===== config.mk =====
export PLATFORM = sky130hd
export DESIGN_NAME = lonc_div
export DESIGN_NICKNAME = d
export VERILOG_FILES = /design/src/sv/assert_macros.svh /design/src/sv/lonc_pkg.sv /design/src/sv/lonc_div.sv
export SDC_FILE = /design/constraint.sdc
export NUM_CORES = 2
export LEC_CHECK = 0
export BUFFER_PORTS_ARGS = -buffer_cell sky130_fd_sc_hd__buf_2
export CAP_MARGIN = 20
export CORE_MARGIN = 3
export CORE_UTILIZATION = 61
export DETAILED_ROUTE_END_ITERATION = 10
export GPL_TIMING_DRIVEN = 0
export PLACE_DENSITY = 0.88
export SLEW_MARGIN = 0
export SYNTH_ARGS = -nofsm -noshare
export SYNTH_HDL_FRONTEND = slang
export SYNTH_SLANG_ARGS = --single-unit

===== constraint.sdc =====
create_clock -name clk -period 3.5 [get_ports clk]
set_clock_uncertainty 0.15 [all_clocks]
set_input_delay 0.35 -clock clk [delete_from_list [all_inputs] [get_ports clk]]
set_output_delay 0.35 -clock clk [all_outputs]
set_load 0.02 [all_outputs]

===== src/sv/assert_macros.svh =====
// assertion macros shared by the rtl
`ifndef ASSERT_MACROS_SVH
`define ASSERT_MACROS_SVH

// implication checked on every rising edge, off while in reset
`define ASSERT_IMPLIES(label, ante, cons, msg) \
  label: assert property (@(posedge clk) disable iff (!rst_n) (ante) |-> (cons)) \
    else $error(msg);

// plain invariant, off while in reset
`define ASSERT_ALWAYS(label, expr, msg) \
  label: assert property (@(posedge clk) disable iff (!rst_n) (expr)) else $error(msg);

`endif


===== src/sv/lonc_pkg.sv =====
`timescale 1ns / 1ps

package lonc_pkg;

  localparam int AFTERGLOW_ENTRIES_DEF = 9;
  localparam int AG_TABLE_LEN = 9;

  localparam logic [16:0] AG_ONE = 17'd65536;

  localparam logic [11:0] AG_THRESH [AG_TABLE_LEN] = '{
    12'd213, 12'd321, 12'd423, 12'd597, 12'd700, 12'd873, 12'd1041, 12'd1179, 12'd1317
  };
  localparam logic [16:0] AG_FACTOR [AG_TABLE_LEN] = '{
    17'd65012, 17'd64881, 17'd64750, 17'd64553, 17'd64487,
    17'd64291, 17'd64160, 17'd64029, 17'd63898
  };

  // register indexes
  localparam logic [1:0] CFG_OCC1_NORM       = 2'd0;
  localparam logic [1:0] CFG_PILEUP_NORM     = 2'd1;
  localparam logic [1:0] CFG_ALPHA_LINEAR    = 2'd2;
  localparam logic [1:0] CFG_ALPHA_QUADRATIC = 2'd3;

  // reset values
  localparam logic [31:0] OCC1_NORM_RST       = 32'd416808960;
  localparam logic [31:0] PILEUP_NORM_RST     = 32'd417464320;
  localparam logic [31:0] ALPHA_LINEAR_RST    = 32'd67645735;
  localparam logic [31:0] ALPHA_QUADRATIC_RST = 32'hFFC3_6114;

  // status codes
  localparam logic [1:0] ST_OK      = 2'd0;
  localparam logic [1:0] ST_DEN_BAD = 2'd1;
  localparam logic [1:0] ST_SAT     = 2'd2;

  typedef struct packed {
    logic [31:0] raw_lumi;
    logic [11:0] bunch_count;
  } in_t;

  typedef struct packed {
    logic [31:0] norm_factor;
    logic [1:0]  status;
  } out_t;

endpackage


===== src/sv/lonc_div.sv =====
`timescale 1ns / 1ps

// restoring divider, one quotient bit per stage
module lonc_div import lonc_pkg::*; #(
  parameter int NW = 48,
  parameter int DW = 12,
  parameter int TW = 1
) (
  input  logic          clk,
  input  logic          rst_n,
  input  logic          in_valid,
  input  logic [NW-1:0] in_num,
  input  logic [DW-1:0] in_den,
  input  logic [TW-1:0] in_tag,
  output logic          out_valid,
  output logic [NW-1:0] out_quot,
  output logic [TW-1:0] out_tag
);

  logic [NW-1:0] v_r;
  logic [DW-1:0] rem_r [NW];
  logic [NW-1:0] num_r [NW];
  logic [DW-1:0] den_r [NW];
  logic [TW-1:0] tag_r [NW];

  for (genvar k = 0; k < NW; k++) begin : g_stage
    logic          v_p;
    logic [DW-1:0] rem_p;
    logic [NW-1:0] num_p;
    logic [DW-1:0] den_p;
    logic [TW-1:0] tag_p;
    logic [DW:0]   acc;
    logic          ge;
    logic [DW-1:0] rem_nxt;
    logic [NW-1:0] num_nxt;

    if (k == 0) begin : g_first
      assign v_p   = in_valid;
      assign rem_p = '0;
      assign num_p = in_num;
      assign den_p = in_den;
      assign tag_p = in_tag;
    end else begin : g_next
      assign v_p   = v_r[k-1];
      assign rem_p = rem_r[k-1];
      assign num_p = num_r[k-1];
      assign den_p = den_r[k-1];
      assign tag_p = tag_r[k-1];
    end

    assign acc     = {rem_p, num_p[NW-1]};
    assign ge      = acc >= {1'b0, den_p};
    assign rem_nxt = ge ? DW'(acc - {1'b0, den_p}) : acc[DW-1:0];
    assign num_nxt = {num_p[NW-2:0], ge};

    always_ff @(posedge clk) begin
      if (!rst_n) begin
        v_r[k] <= 1'b0;
      end else begin
        v_r[k] <= v_p;
      end
      rem_r[k] <= rem_nxt;
      num_r[k] <= num_nxt;
      den_r[k] <= den_p;
      tag_r[k] <= tag_p;
    end
  end

  assign out_valid = v_r[NW-1];
  assign out_quot  = num_r[NW-1];
  assign out_tag   = tag_r[NW-1];

endmodule


Word level (Yosys, flattened, before mapping)

Memory sizes are Yosys's and may differ from the RTL's.
Cells that the tools add are included.

Register bits after elaboration: 48
Bits in writable memories: 3504
Output and inout bits: 50
Logic and storage cells: 196
Memories kept: 4

Add/sub/neg operators: 48
Magnitude comparators: 48
Mux-type cells: 48

Memory list:

| name  | words | width | rd ports | clocked after memory_dff | wr ports | line           | text |
|---|---|---|---|---|---|---|---|
| num_r | 48    | 48    | 48       | 0                        | 48       | lonc_div.sv:22 | `logic [NW-1:0] num_r [NW];` |
| den_r | 48    | 12    | 47       | 0                        | 48       | lonc_div.sv:23 | `logic [DW-1:0] den_r [NW];` |
| rem_r | 48    | 12    | 47       | 0                        | 48       | lonc_div.sv:21 | `logic [DW-1:0] rem_r [NW];` |
| tag_r | 48    | 1     | 48       | 0                        | 48       | lonc_div.sv:24 | `logic [TW-1:0] tag_r [NW];` |

Operators by type and width:

| cell           | count |
|---|---|
| $ge 13x12->1   | 47 |
| $mux 12        | 48 |
| $sub 12x12->12 | 47 |
| $ge 1x12->1    | 1 |
| $sub 1x12->12  | 1 |

Depth between registers and ports, before layout

An unclocked memory read counts as a cell.

Depth in word-level cells: 3
Mapped depth: 10
Gate-level depth less buffers: 10

Least setup slack after synthesis

OpenSTA, ideal clock, no wires.

Path kind: register to register
Start: memory den_r[10][1] (netlist: den_r[0][121])
End: memory rem_r[11][4] (netlist: rem_r[0][136])
Setup time: 0.121 ns
Arrival time: 2.565 ns
Data required time: 3.229 ns
Setup slack: 0.664 ns
Stages on the path, launching flop included: 11
Cells stage by stage: dfxtp_1 -> inv_1 -> ha_1 -> nor2b_4 -> o31a_1 -> or3_1 -> a21oi_2 -> a21oi_2 -> a2111oi_4 -> buf_6 -> mux2_4

RTL lines:

| what               | line |
|---|---|
| start: declaration | lonc_div.sv:23 |
| end: declaration   | lonc_div.sv:21 |

==> flow_metrics.tcl <==
set metrics [dict create \
    drive_gt1_share_pct 12.8 \
    max_cap_violations 0 \
    final_util_pct 71.0 \
    grt_pass1_wl_um 297000 \
    ys_ff_latch 3528 \
    vias_per_cell 5.20 \
    cts.sinks 3528 \
    antenna_found_initial 0 \
    maxSlewViolCount 0 \
    path_clk_slew_ns 0.06 \
    final_antenna_net_count 0 \
    postCtsSetupBuffers 0 \
    critPathTopFamily "compound AO/OA/AOI/OAI gates" \
    wl_per_cell_um 16.3 \
    slowest_delay_ns 0.61 \
    clock.fmax_ghz 0.292 \
    reg2reg_depth 10 \
    die_h_um 419 \
    r2r-end "rem_r[1][154]$_DFF_P_" \
    hold_path_class "register to register" \
    synth_edf_count 0 \
    setup_viol 0 \
    r2r-start "den_r[1][133]$_DFF_P_" \
    hpwl_um 113000 \
    vias 57591 \
    critPathArrivalTime_ns 4.04 \
    path_class "register to register" \
    worstHoldStart "num_r[0][510]$_DFF_P_" \
    irDropWorstVdd_uv 644 \
    finalCritPeriodShare_pct 98.0 \
    overflow 0 \
    synth_area_um2 104000 \
    outcome "completed" \
    die_width_um 419 \
    synthCells 8059 \
    required_ns 4.11 \
    clock_latency_ns 0.91 \
    rsz0062_at_grt "false" \
    first_global_vias 59986 \
    start_util_pct 61.8 \
    setup-tns-final_ns 0 \
    gp_congestion 0.900 \
    cp_slowest_cell "o31ai_1" \
    drc 0 \
    ctsLongestPathBuffers 4 \
    portBuffers 112 \
    tightestPinTransition_ns 0.839 \
    maxSlewHeadroom_pct 43.6 \
    p_per_area_nw_per_um2 1010 \
    ys.flop_type "dfxtp_1" \
    syn_to_final_growth_pct 14.9 \
    final_common_cell "dfxtp_1" \
    ios 114 \
    die_area_um2 175000 \
    crit_path_cell_trace "inv_1, ha_1, nor2b_1, o31a_1, o21ai_0, and2_1, o21a_1, o31ai_1, buf_4, mux2_2" \
    endpoint_kind "register" \
    ys_seq_area_share_pct 67.9 \
    worstSetupStartpointType "register" \
    path_buf_inv 2 \
    final_cell_mix "3528 x dfxtp_1, 733 x inv_1, 566 x ha_1" \
    drt-pass1-iter-count 8 \
    worst-path-max-fanout 10 \
    wl_um 181000 \
    grt_max_degree 17 \
    layout_min_cycle_time_ns 3.43 \
    r2r_slack_ns 0.07 \
    core_region_area_um2 168000 \
    cts_tree "yes" \
    worstHoldPathCells 0 \
    rows 150 \
    grtUsageTotal_pct 20.6 \
    root_buffer "clkbuf_16" \
    syn_nets 8735 \
    cts.htree.levels 5 \
    ys_types 58 \
    yosysWarnings 0 \
    antenna_cells 0 \
    finalHoldViolCount 0 \
    cts_buffers 335 \
    p_leak_uw 0.0539 \
    hold_end "num_r[0][559]$_DFF_P_" \
    fin_nets 9310 \
    postSynthAreaPerCell_um2 12.9 \
    holdWs_ns 0.108 \
    synthArstFlopShare_pct 0 \
    first_iter_violations 3695 \
]
-- worst max path at each step --
stage,to,start,depth (start not counted)
finish,rem_r[1][154]$_DFF_P_,den_r[1][133]$_DFF_P_,10
global route,rem_r[0][30]$_DFF_P_,den_r[0][13]$_DFF_P_,10
CTS,rem_r[1][166]$_DFF_P_,den_r[1][146]$_DFF_P_,10
detailed placement,rem_r[0][40]$_DFF_P_,den_r[0][25]$_DFF_P_,10
global placement,rem_r[2][106]$_DFF_P_,den_r[2][85]$_DFF_P_,10
floorplan,rem_r[0][136]$_DFF_P_,den_r[0][121]$_DFF_P_,10
-- Yosys cell counts (84+ instances only) --
| cell type | instances | area, um^2 |
|---|---|---|
| mux2i_1 | 86 | 861 |
| xor2_1 | 181 | 1590 |
| ha_1 | 566 | 7080 |
| xnor2_1 | 185 | 1620 |
| inv_1 | 733 | 2750 |
| a21o_1 | 217 | 1630 |
| mux2_2 | 417 | 4700 |
| nor2_1 | 222 | 833 |
| a21oi_1 | 332 | 1660 |
| dfxtp_1 | 3528 | 70600 |
| nand2b_1 | 84 | 526 |
| nand3_1 | 149 | 746 |
| nor2b_1 | 111 | 694 |
| nand2_1 | 159 | 597 |
| o21ai_0 | 238 | 1190 |
-- cell families after synthesis --
group           synth area share (%)
fa+ha+maj                       7.70
buf+inv                         3.01
mux                             5.45
simple gates                    5.03
flops                           67.9
xor+xnor                        3.08
compound gates                  7.81
-- what timing repair did --
item	4_1_cts	5_1_grt
hold buffers	125	0
gates resized for setup	0	6
endpoints found under the setup margin	0	37
endpoints found under the hold margin	121	0
-- area by class of cell --
| class | instances | area [um^2] |
|---|---|---|
| Sequential cell | 3528 | 70600 |
| Fill cell | 10641 | 48900 |
| Multi-Input combinational cell | 3727 | 30200 |
| Clock buffer | 467 | 9640 |
| Tap cell | 2204 | 2760 |
| Inverter | 733 | 2750 |
| Timing Repair Buffer | 238 | 1820 |
| Clock inverter | 102 | 1250 |
| Buffer | 71 | 382 |
-- stage by stage --
stage / worst slack [ns] / area [um^2] / instances / total power [uW]
floorplan: 0.664 / 104000 / 8059 / 76600
CTS: 0.0860 / 119000 / 11069 / 121000
global route: 0.000849 / 119000 / 11070 / 126000
detailed placement: 0.232 / 107000 / 10375 / 84000
global placement: 0.275 / 107000 / 10375 / 82300
finish: 0.0700 / 119000 / 11070 / 120000
-- report_power, final --
| group | switching, uW | internal (uW) |
|---|---|---|
| Combinational | 16600 | 15400 |
| Clock | 14300 | 21100 |
| Sequential | 3500 | 49300 |
-- sequential cells by signal, indices dropped and copies added, names as in the netlist --
register	cells
num_r	2304
den_r	564
rem_r	564
tag_r	48
g_stage.v_p	47
out_valid	1
-- routing by layer --
metal | vias up | global-route usage [%] | routed length, um
met3 | 567 | 3.68 | 7840
met2 | 1499 | 37.3 | 92000
met4 | 0 | 9.16 | 7380
met5 | - | 0 | 0
met1 | 27258 | 23.6 | 73300
li1 | 28267 | - | -
Power figures use the tool's default switching activity.
